File: src/rtl/core/sector_cache_clock_replacement_assert.svh
// assertion macros for the sector cache tag controller
`ifndef SECTOR_CACHE_CLOCK_REPLACEMENT_ASSERT_SVH
`define SECTOR_CACHE_CLOCK_REPLACEMENT_ASSERT_SVH

`ifndef SYNTHESIS
// concurrent assertion on an explicit clock and active-low reset
`define SCCR_ASSERT_CLK(lbl, clk_i, rst_n_i, prop) \
	lbl: assert property (@(posedge clk_i) disable iff (!rst_n_i) prop) \
		else $error("sector cache assertion failed");
// concurrent assertion on the block clock and reset
`define SCCR_ASSERT(lbl, prop) `SCCR_ASSERT_CLK(lbl, clk, arst_n, prop)
`else
`define SCCR_ASSERT_CLK(lbl, clk_i, rst_n_i, prop)
`define SCCR_ASSERT(lbl, prop)
`endif

`endif

File: src/rtl/core/sccr_pkg.sv
`timescale 1ns / 1ps
`default_nettype none

package sccr_pkg;

	// cache geometry
	localparam int SLOTS    = 64;
	localparam int IDX_W    = $clog2(SLOTS);
	localparam int CNT_W    = $clog2(SLOTS + 1);

	// field widths
	localparam int SECTOR_W   = 32;
	localparam int SLOT_W     = 6;
	localparam int OP_W       = 2;
	localparam int OUT_USED_W = SLOT_W + 3 + SECTOR_W;
	localparam int OUT_DATA_W = ((OUT_USED_W + 7) / 8) * 8;
	localparam int OUT_PAD_W  = OUT_DATA_W - OUT_USED_W;

	// request kinds
	typedef enum logic [OP_W-1:0] {
		OP_READ       = 2'd0,
		OP_WRITE      = 2'd1,
		OP_READ_AHEAD = 2'd2,
		OP_FLUSH      = 2'd3
	} op_t;

	// sequencer states
	typedef enum logic [2:0] {
		ST_IDLE,
		ST_LOOK,
		ST_SWEEP,
		ST_VICT,
		ST_APPLY,
		ST_FL_SCAN,
		ST_FL_READ,
		ST_FL_END
	} state_t;

	// slot index plus one, wrapping at the slot count
	function automatic logic [IDX_W-1:0] slot_inc(input logic [IDX_W-1:0] i);
		logic [IDX_W-1:0] r;
		if (i == IDX_W'(SLOTS - 1)) begin
			r = '0;
		end else begin
			r = i + 1'b1;
		end
		return r;
	endfunction

endpackage

`default_nettype wire

File: src/rtl/core/sccr_ram.sv
`timescale 1ns / 1ps
`default_nettype none

module sccr_ram #(
	parameter int WIDTH = 32,
	parameter int DEPTH = 64
) (
	input  logic                     clk,
	input  logic                     we,
	input  logic [$clog2(DEPTH)-1:0] waddr,
	input  logic [WIDTH-1:0]         wdata,
	input  logic [$clog2(DEPTH)-1:0] raddr,
	output logic [WIDTH-1:0]         rdata
);

	logic [WIDTH-1:0] mem_q [DEPTH];

	// one write port, registered read port
	always_ff @(posedge clk) begin
		if (we) begin
			mem_q[waddr] <= wdata;
		end
		rdata <= mem_q[raddr];
	end

endmodule

`default_nettype wire

File: src/rtl/core/sector_cache_clock_replacement.sv
`timescale 1ns / 1ps
`default_nettype none
`include "sector_cache_clock_replacement_assert.svh"

// channel   dir  signals                    contents
// s_axis    in   tdata[31:0], tuser[1:0]    request: sector, op
// m_axis    out  tdata[47:0], tlast         result: slot, hit, fill, writeback, sector
//
// read, write and read-ahead walk the tag memory one slot a cycle until a hit or the last slot;
// a hit in slot i ends the walk at slot i
// a miss with no free slot adds a clock sweep of the hand and one tag read
// flush scans every slot and reads back each dirty one, one tag memory port throughout
// reset clears the valid, dirty and accessed marks at once; no clearing pass
// a request is taken only while idle; a stalled result holds the sequencer

module sector_cache_clock_replacement (
	input  logic                           clk,
	input  logic                           arst_n,
	input  logic                           s_axis_tvalid,
	output logic                           s_axis_tready,
	input  logic [sccr_pkg::SECTOR_W-1:0]  s_axis_tdata,  // sector
	input  logic [sccr_pkg::OP_W-1:0]      s_axis_tuser,  // op
	output logic                           m_axis_tvalid,
	input  logic                           m_axis_tready,
	// slot, hit, fill_needed, writeback_needed, writeback_sector, zero pad
	output logic [sccr_pkg::OUT_DATA_W-1:0] m_axis_tdata,
	output logic                           m_axis_tlast
);

	import sccr_pkg::*;

	state_t                state_q, state_d;
	op_t                   op_q;
	logic [SECTOR_W-1:0]   sector_q;
	logic [SLOTS-1:0]      valid_q, dirty_q, acc_q;
	logic [IDX_W-1:0]      hand_q, slot_q, free_slot_q, pidx_s1;
	logic                  free_found_q, pend_s1, hit_q, wb_q, have_prev_q;
	logic [CNT_W-1:0]      scan_q;
	logic [SECTOR_W-1:0]   wbsec_q;
	logic                  out_valid_q, out_last_q;
	logic [OUT_DATA_W-1:0] out_data_q;

	logic                  s_accept, out_free, scan_more, issue, match, scan_end;
	logic [IDX_W-1:0]      scan_idx;
	logic                  ram_we;
	logic [IDX_W-1:0]      ram_raddr;
	logic [SECTOR_W-1:0]   ram_rdata;
	logic                  emit, emit_hit, emit_fill, emit_wb, emit_last;
	logic                  flushing;

	assign s_axis_tready = (state_q == ST_IDLE);
	assign s_accept      = s_axis_tvalid && s_axis_tready;
	assign out_free      = !out_valid_q || m_axis_tready;
	assign scan_idx      = scan_q[IDX_W-1:0];
	assign scan_more     = (scan_q < CNT_W'(SLOTS));
	assign issue         = (state_q == ST_LOOK) && scan_more;
	assign match         = pend_s1 && valid_q[pidx_s1] && (ram_rdata == sector_q);
	assign scan_end      = pend_s1 && (pidx_s1 == IDX_W'(SLOTS - 1));
	assign flushing      = (state_q == ST_FL_SCAN) || (state_q == ST_FL_READ) ||
		(state_q == ST_FL_END);

	assign m_axis_tvalid = out_valid_q;
	assign m_axis_tdata  = out_data_q;
	assign m_axis_tlast  = out_last_q;

	// tag memory
	sccr_ram #(
		.WIDTH(SECTOR_W),
		.DEPTH(SLOTS)
	) u_tag_ram (
		.clk  (clk),
		.we   (ram_we),
		.waddr(slot_q),
		.wdata(sector_q),
		.raddr(ram_raddr),
		.rdata(ram_rdata)
	);

	// state register
	always_ff @(posedge clk or negedge arst_n) begin
		if (!arst_n) begin
			state_q <= ST_IDLE;
		end else begin
			state_q <= state_d;
		end
	end

	// next state, result strobe and memory control
	always_comb begin
		state_d   = state_q;
		emit      = 1'b0;
		emit_hit  = 1'b0;
		emit_fill = 1'b0;
		emit_wb   = 1'b0;
		emit_last = 1'b0;
		ram_we    = 1'b0;
		ram_raddr = scan_idx;
		case (state_q)
			ST_IDLE: begin
				if (s_accept) begin
					state_d = (op_t'(s_axis_tuser) == OP_FLUSH) ? ST_FL_SCAN : ST_LOOK;
				end
			end
			ST_LOOK: begin
				if (match) begin
					state_d = ST_APPLY;
				end else if (scan_end) begin
					state_d = free_found_q ? ST_APPLY : ST_SWEEP;
				end
			end
			ST_SWEEP: begin
				ram_raddr = hand_q;
				if (!acc_q[hand_q]) begin
					state_d = ST_VICT;
				end
			end
			ST_VICT: begin
				state_d = ST_APPLY;
			end
			ST_APPLY: begin
				if (out_free) begin
					emit      = 1'b1;
					emit_hit  = hit_q;
					emit_fill = !hit_q;
					emit_wb   = wb_q;
					emit_last = 1'b1;
					ram_we    = !hit_q;
					state_d   = ST_IDLE;
				end
			end
			ST_FL_SCAN: begin
				if (!scan_more) begin
					state_d = ST_FL_END;
				end else if (valid_q[scan_idx] && dirty_q[scan_idx]) begin
					state_d = ST_FL_READ;
				end
			end
			ST_FL_READ: begin
				if (!have_prev_q || out_free) begin
					emit    = have_prev_q;
					emit_wb = 1'b1;
					state_d = ST_FL_SCAN;
				end
			end
			ST_FL_END: begin
				if (!have_prev_q) begin
					state_d = ST_IDLE;
				end else if (out_free) begin
					emit      = 1'b1;
					emit_wb   = 1'b1;
					emit_last = 1'b1;
					state_d   = ST_IDLE;
				end
			end
			default: begin
				state_d = ST_IDLE;
			end
		endcase
	end

	// control state: marks, hand, scan counter, result register valid
	always_ff @(posedge clk or negedge arst_n) begin
		if (!arst_n) begin
			valid_q      <= '0;
			dirty_q      <= '0;
			acc_q        <= '0;
			hand_q       <= '0;
			scan_q       <= '0;
			pend_s1      <= 1'b0;
			free_found_q <= 1'b0;
			have_prev_q  <= 1'b0;
			out_valid_q  <= 1'b0;
		end else begin
			pend_s1 <= issue && (state_d == ST_LOOK);
			if (emit) begin
				out_valid_q <= 1'b1;
			end else if (m_axis_tready) begin
				out_valid_q <= 1'b0;
			end
			case (state_q)
				ST_IDLE: begin
					if (s_accept) begin
						scan_q       <= '0;
						free_found_q <= 1'b0;
						have_prev_q  <= 1'b0;
					end
				end
				ST_LOOK: begin
					if (issue) begin
						scan_q <= scan_q + 1'b1;
						if (!valid_q[scan_idx]) begin
							free_found_q <= 1'b1;
						end
					end
				end
				ST_SWEEP: begin
					// second chance: clear accessed and move on, else evict
					if (acc_q[hand_q]) begin
						acc_q[hand_q] <= 1'b0;
					end else begin
						valid_q[hand_q] <= 1'b0;
					end
					hand_q <= slot_inc(hand_q);
				end
				ST_APPLY: begin
					// a fill starts with clear marks, then the request's own marks
					if (out_free) begin
						valid_q[slot_q] <= 1'b1;
						acc_q[slot_q]   <= (op_q == OP_READ) || (op_q == OP_WRITE) ||
							(hit_q && acc_q[slot_q]);
						dirty_q[slot_q] <= (op_q == OP_WRITE) || (hit_q && dirty_q[slot_q]);
					end
				end
				ST_FL_SCAN: begin
					if (scan_more && !(valid_q[scan_idx] && dirty_q[scan_idx])) begin
						scan_q <= scan_q + 1'b1;
					end
				end
				ST_FL_READ: begin
					if (!have_prev_q || out_free) begin
						have_prev_q <= 1'b1;
						scan_q      <= scan_q + 1'b1;
					end
				end
				ST_FL_END: begin
					if (state_d == ST_IDLE) begin
						have_prev_q <= 1'b0;
					end
				end
				default: begin
				end
			endcase
		end
	end

	// request and result payload
	always_ff @(posedge clk) begin
		pidx_s1 <= scan_idx;
		if (emit) begin
			out_data_q <= {{OUT_PAD_W{1'b0}}, wbsec_q, emit_wb, emit_fill, emit_hit,
				SLOT_W'(slot_q)};
			out_last_q <= emit_last;
		end
		case (state_q)
			ST_IDLE: begin
				if (s_accept) begin
					op_q     <= op_t'(s_axis_tuser);
					sector_q <= s_axis_tdata;
					hit_q    <= 1'b0;
					wb_q     <= 1'b0;
					wbsec_q  <= '0;
				end
			end
			ST_LOOK: begin
				// lowest free slot, recorded as the scan passes it
				if (issue && !valid_q[scan_idx] && !free_found_q) begin
					free_slot_q <= scan_idx;
				end
				if (match) begin
					slot_q <= pidx_s1;
					hit_q  <= 1'b1;
				end else if (scan_end && free_found_q) begin
					slot_q <= free_slot_q;
				end
			end
			ST_SWEEP: begin
				if (!acc_q[hand_q]) begin
					slot_q <= hand_q;
					wb_q   <= valid_q[hand_q] && dirty_q[hand_q];
				end
			end
			ST_VICT: begin
				if (wb_q) begin
					wbsec_q <= ram_rdata;
				end
			end
			ST_FL_READ: begin
				if (!have_prev_q || out_free) begin
					slot_q  <= scan_idx;
					wbsec_q <= ram_rdata;
				end
			end
			default: begin
			end
		endcase
	end

	// checks
	`SCCR_ASSERT(a_hand_in_range, CNT_W'(hand_q) < CNT_W'(SLOTS))
	`SCCR_ASSERT(a_apply_leaves_valid, (state_q == ST_APPLY) && out_free |=> valid_q[slot_q])
	`SCCR_ASSERT(a_flush_keeps_marks, flushing |=> $stable(dirty_q) && $stable(valid_q))
	`SCCR_ASSERT(a_idle_drained, s_axis_tready |-> !pend_s1 && !have_prev_q)

endmodule

`default_nettype wire

File: config.mk
export PLATFORM = sky130hd
export DESIGN_NAME = sector_cache_clock_replacement
export DESIGN_NICKNAME = d
export VERILOG_FILES = /design/src/rtl/core/sccr_pkg.sv /design/src/rtl/core/sccr_ram.sv /design/src/rtl/core/sector_cache_clock_replacement.sv
export VERILOG_INCLUDE_DIRS = /design/src /design/src/rtl/core
export SDC_FILE = /design/constraint.sdc
export NUM_CORES = 2
export LEC_CHECK = 0
export ABC_CLOCK_PERIOD_IN_PS = 4400
export BUFFER_PORTS_ARGS = -buffer_cell sky130_fd_sc_hd__buf_2
export CORE_MARGIN = 4
export CORE_UTILIZATION = 59
export CTS_BUF_LIST = sky130_fd_sc_hd__clkbuf_4 sky130_fd_sc_hd__clkbuf_8
export CTS_CLUSTER_SIZE = 12
export DETAILED_ROUTE_END_ITERATION = 8
export PLACE_DENSITY_LB_ADDON = 0.2
export SETUP_SLACK_MARGIN = 0.05
export SYNTH_ARGS = -nofsm -noshare
export SYNTH_HDL_FRONTEND = slang
export SYNTH_HIERARCHICAL = 1
export SYNTH_SLANG_ARGS = --single-unit
export TNS_END_PERCENT = 100
File: constraint.sdc
create_clock -name clk -period 4.4 [get_ports clk]
set_input_delay 0.88 -clock clk [delete_from_list [all_inputs] [get_ports clk]]
set_output_delay 0.88 -clock clk [all_outputs]
set_load 0.005 [all_outputs]
* Word-level counts from Yosys, hierarchy flattened
Memory sizes are Yosys's and may differ from the RTL's. A register that Yosys moved wholly into a read port is not among the register bits.
Index checks and enable logic that the tools add are counted.
** Cells by class
- $add $sub $neg :: 2
- Magnitude comparators :: 7
- Equality and inequality tests :: 25
- Muxes and demuxes :: 81
- Bitwise operators :: 4
- Reduce and logical (&&, ||, !) cells :: 50
** Operators with widths (count)
- two-way mux 64 bit :: 4
- case mux 64 bit (2 select lines) :: 2
- AND 64 bit :: 2
- bitwise mux 64 bit :: 2
- two-way mux 32 bit :: 3
- case mux 32 bit (3 select lines) :: 1
- NOT 64 bit :: 1
- OR 64 bit :: 1
- binary-select mux 1 bit (select 6 bit) :: 8
- two-way mux 6 bit :: 6
- two-way mux 3 bit :: 11
- == test 32 bit :: 1
- < comparator 6 x 7 -> 1 bit, second input constant :: 4
- two-way mux 1 bit :: 28
- two-way mux 7 bit :: 4
- case mux 7 bit (4 select lines) :: 1
- case mux 3 bit (8 select lines) :: 1
- case mux 6 bit (3 select lines) :: 1
- logical AND 1 bit :: 16
- AND reduction 4 bit :: 4
- != test 2 bit, second input constant :: 7
- demux 1 bit (select 6 bit) :: 2
- == test 3 bit, second input constant :: 4
- == test 6 bit, second input constant :: 2
- other kinds (22) :: 53
** Word-level totals
- Bits in registers :: 340
- Bits in writable memories :: 2048
- Output and inout bits :: 51
- Logic and storage cells :: 191
- Memories kept :: 1
** Memories
- u_tag_ram.mem_q :: words 64, width 32, rd ports 1, clocked after memory_dff 1, write ports 1, RTL line sccr_ram.sv:16 : logic [WIDTH-1:0] mem_q [DEPTH];

* Depth between registers and ports, before layout
- Word-level depth :: 9
- Mapped depth :: 17
- Mapped depth without buffers :: 10

* Cells and area by module
The synthesis kept the hierarchy.
** By module, submodules not included
- sccr_ram :: instances 1, cells an instance 3572, area each 78885.7 um^2, sequential area each 62139.6 um^2
- sector_cache_clock_replacement :: instances 1, cells an instance 1762, area each 18348.8 um^2, sequential area each 9088.7 um^2

* Worst setup path after synthesis
Ideal clock, no wire load.
- Path kind :: register to register
- From :: register state_q[0]
- To :: memory u_tag_ram.mem_q[44][0], enable pin
- Data arrival time :: 4198 ps
- Required time :: 3939 ps
- Setup slack :: -259 ps
- Cell stages (with the launch flop) :: 9
- Path buffers :: 3
- Period minus slack after synthesis :: 4659 ps
- Cell sequence :: dfrtp_1 > nor2_1 > nand2_1 > clkbuf_1 > clkbuf_1 > nor3_1 > clkbuf_1 > nand4b_1 > nor3_1
** Between the ends
- Cells in the longest elaborated chain, start to end :: 4
** RTL lines
- start: declaration :: RTL line sector_cache_clock_replacement.sv:32 : state_t state_q, state_d;
- start signal: assignment :: RTL line sector_cache_clock_replacement.sv:84 : state_q <= state_d;
- == test 3 bit :: RTL line sector_cache_clock_replacement.sv:98 : case (state_q)
- two-way mux 1 bit
- two-way mux 1 bit :: RTL line sccr_ram.sv:20 : if (we) begin
- two-way mux 1 bit (not written as such) :: RTL line sccr_ram.sv:21 : mem_q[waddr] <= wdata;
- end: declaration :: RTL line sccr_ram.sv:16
Every way passes these cells.

* Worst setup path after layout
- From :: register state_q[1]
- To :: register u_tag_ram.rdata[24] (read register of u_tag_ram.mem_q)
** Between the ends
- Cells in the longest elaborated chain, start to end :: 2
** RTL lines
- == test 3 x 2 -> 1 bit :: RTL line sector_cache_clock_replacement.sv:98
- two-way mux 6 bit :: RTL line sector_cache_clock_replacement.sv:98
- via ram_raddr[0] :: RTL line sector_cache_clock_replacement.sv:46 : logic [IDX_W-1:0] ram_raddr;
- end: declaration :: RTL line sccr_ram.sv:13 : output logic [WIDTH-1:0] rdata
The timed path passes the listed nets, and every way through them passes these cells.
A chain may end at the register's enable or synchronous reset.

==> results.json <==
{
  "outcome": "complete, no violations",
  "place_congestion": 0.979,
  "fp.dieH_um": 414,
  "portBuffers": 81,
  "first_pass_iters": 8,
  "crit_path_frequent_cell": "buf_4",
  "numClockSinks": 2420,
  "maxCapViolCount": 0,
  "slowest_stage": "o21ai_0",
  "fmax_mhz": 243,
  "cp-end-kind": "register",
  "vias": 56900,
  "drtIter0Drc": 8593,
  "worstPathRequired_ps": 5320,
  "seqCellArea_um2": 71200,
  "yosys.area.top_type": "edfxtp_1",
  "ys_top_cells_by_area": "edfxtp_1, mux4_2, dfrtp_1",
  "placed_area_um2": 103000,
  "drive_above_1_share": 0.278,
  "multi_input_area_um2": 24800,
  "final_util": 0.676,
  "worst_slew_pin_slew_ps": 1240,
  "synthTopCellsByCount": "edfxtp_1, mux4_2, nor2_1, dfrtp_1, nand2_1",
  "clk_pin_slew_ps": 60,
  "synth.avg_cell_area_um2": 18.2,
  "wl_mm": 284,
  "io_pins": 89,
  "fp.coreArea_um2": 163000,
  "synth_top_flop_cell": "edfxtp_1",
  "criticalPathCategory": "register to register",
  "p_per_area_nw_per_um2": 600,
  "setup_violations": 0,
  "synth_top_area_frac": 0.670,
  "drtAntennaViolNets": 0,
  "netlist_area_um2": 97200,
  "met3_length_mm": 34.2,
  "slew_viol_final": 0,
  "htreeDepth": 5,
  "n_fill_cell": 10600,
  "die_x_um": 414,
  "rows": 148,
  "cts_tree": "yes",
  "min_path_type": "input pin to register",
  "hp-start": "s_axis_tdata[1]",
  "async_flop_share": 0.0876,
  "syn_inst": 5334,
  "cts_root_buf": "clkbuf_8",
  "synth_most_common_cell": "edfxtp_1",
  "grt_overflow": 0,
  "cts_buffers": 394,
  "cts_setup_buffers": 0,
  "crit_chain": "nand2_1 -> nor2_1 -> buf_4 -> nand2_1 -> nand2_4 -> buf_12 -> buf_4 -> buf_4 -> mux4_2 -> a22oi_1 -> nand3_1 -> o21ai_0 -> a21oi_1",
  "crit_arrival_ps": 5040,
  "p_leak_uw": 0.0361,
  "vdd_drop_max_v": 0.000449,
  "fin_area_um2": 110000,
  "cpPeakStageDelay_ps": 680,
  "gr-usage-all-layers": 0.336,
  "cts.path.max_buffers": 4,
  "hold_viol": 0,
  "dp_hpwl_mm": 178,
  "cp_top_family": "buffers and inverters",
  "worstReg2RegStart": "state_q[1]$_DFF_PN0_",
  "cp_max_fo": 28,
  "drc_errors": 0,
  "ys_types": 86,
  "setup_tns_ps": 0,
  "wl_met1_mm": 103,
  "yosysWarnings": 6,
  "area_growth_pct": 13.6,
  "crit_start": "state_q[1]$_DFF_PN0_",
  "grt_pass1_vias": 55900,
  "wl_met2_mm": 131,
  "finalClockSkew_ps": 74.8,
  "period_share": 0.936,
  "maxUsedRoutingLayer": "met5",
  "wl_per_cell_um": 34.0,
  "start_util": 0.595,
  "clock_latency_ps": 1090,
  "synth_edf_count": 2170,
  "vias_per_cell": 6.81,
  "dieArea_um2": 171000,
  "rsz0062_at_grt": "false",
  "layout.nets": 5908,
  "setup.worst_path.start_class": "register",
  "ys_seq_area_frac": 0.733,
  "grt_antenna_before_repair": 20,
  "finalPower_uw": 66300,
  "grt_pass1_wl_mm": 405,
  "maxSlewHeadroom": 0.176,
  "path_buf_inv": 4,
  "grt_start_max_net_pins": 97,
  "final.min_clock_period_ps": 4120,
  "ys_ff_latch": 2420
}
==> through the flow <==
step	hold WS (ps)	instances	worst slack [ps]
2_1_floorplan	361	5340	-259
4_1_cts	33.2	8335	289
3_3_place_gp	402	7617	336
5_1_grt	40.5	8338	88.1
3_5_place_dp	405	7617	294
6_report	84.8	8353	282
==> routing by layer <==
layer | vias to the layer above | GRT usage
met5 | - | 0
met4 | 8 | 0.164
met3 | 731 | 0.0884
met2 | 3998 | 0.502
met1 | 29200 | 0.467
li1 | 22900 | -
==> where the power goes <==
| group | internal, µW | leakage, µW | switching, µW | total, µW |
|---|---|---|---|---|
| Sequential | 26700 | 0.0227 | 1230 | 27900 |
| Combinational | 7870 | 0.00938 | 11500 | 19400 |
| Clock | 10200 | 0.00401 | 8660 | 18900 |
| Total | 44800 | 0.0361 | 21400 | 66300 |
==> state kept, by name (all words and copies together) (netlist names) <==
register / count
free_slot_q: 6
m_axis_tvalid: 1
free_found_q: 1
valid_q: 64
have_prev_q: 1
hit_q: 1
pend_s1: 1
u_tag_ram/mem_q: 2048
wb_q: 1
op_q: 2
m_axis_tlast: 1
acc_q: 64
dirty_q: 64
state_q: 3
hand_q: 6
scan_q: 7
sector_q: 32
wbsec_q: 32
slot_q: 6
pidx_s1: 6
u_tag_ram/rdata: 32
m_axis_tdata: 41
==> timing repair <==
action	in CTS	in global routing
hold buffers	30	0
endpoints found under the setup margin	0	1
gates resized for setup	0	1
endpoints found under the hold margin	122	0
==> path summary, 6_finish.rpt <==
path / cells after the start / slack, ps / to
worst max-delay path: 13 / 280 / u_tag_ram/rdata[24]$_DFF_P_
worst min-delay path: 1 / 80 / sector_q[1]$_DFFE_PP_
worst max register to register: 13 / 280 / u_tag_ram/rdata[24]$_DFF_P_
worst min register to register: 0 / 410 / m_axis_tdata[23]$_DFFE_PP_
max in group asynchronous: 3 / 2920 / acc_q[10]$_DFFE_PN0P_
min in group asynchronous: 2 / 460 / acc_q[19]$_DFFE_PN0P_
==> layout by cell type (no fill, tap or decap), types with 38 or more instances in the layout <==
master and count:
edfxtp_1 2170, nand2_1 201, buf_2 80, clkinv_1 92, o22ai_1 82, buf_12 49
a22o_1 41, nor2b_1 44, clkinv_2 52, nor2_1 284, a22oi_1 154, nor2_4 57
nand3_1 104, a21oi_1 191, buf_4 318, and3_1 53, o221ai_1 47, dfrtp_1 210
dfxtp_1 38, o21ai_0 117, mux4_2 511, clkbuf_4 102, nand4_1 60, mux2i_1 162
mux2_2 40, clkbuf_8 426
==> kinds of logic after synthesis <==
family,count (synthesis),share of synthesized area
AND/OR/NAND/NOR,958,0.0470
XOR/XNOR,36,0.00324
adder cells (fa/ha/maj),2,0.000257
flip-flops,2420,0.733
other,1,0.0000386
AO/OA/AOI/OAI,841,0.0580
multiplexers,713,0.140
buffers and inverters,363,0.0193
==> final cells by class <==
cell class                      instances  share of cell area
Antenna cell                           18            0.000408
Clock buffer                          527              0.0599
Clock inverter                        161             0.00853
Inverter                               17            0.000578
Multi-Input combinational cell       2557               0.224
Sequential cell                      2420               0.645
Tap cell                             2175              0.0246
Timing Repair Buffer                  478              0.0370
No activity file was read; power rests on OpenSTA's default activity.
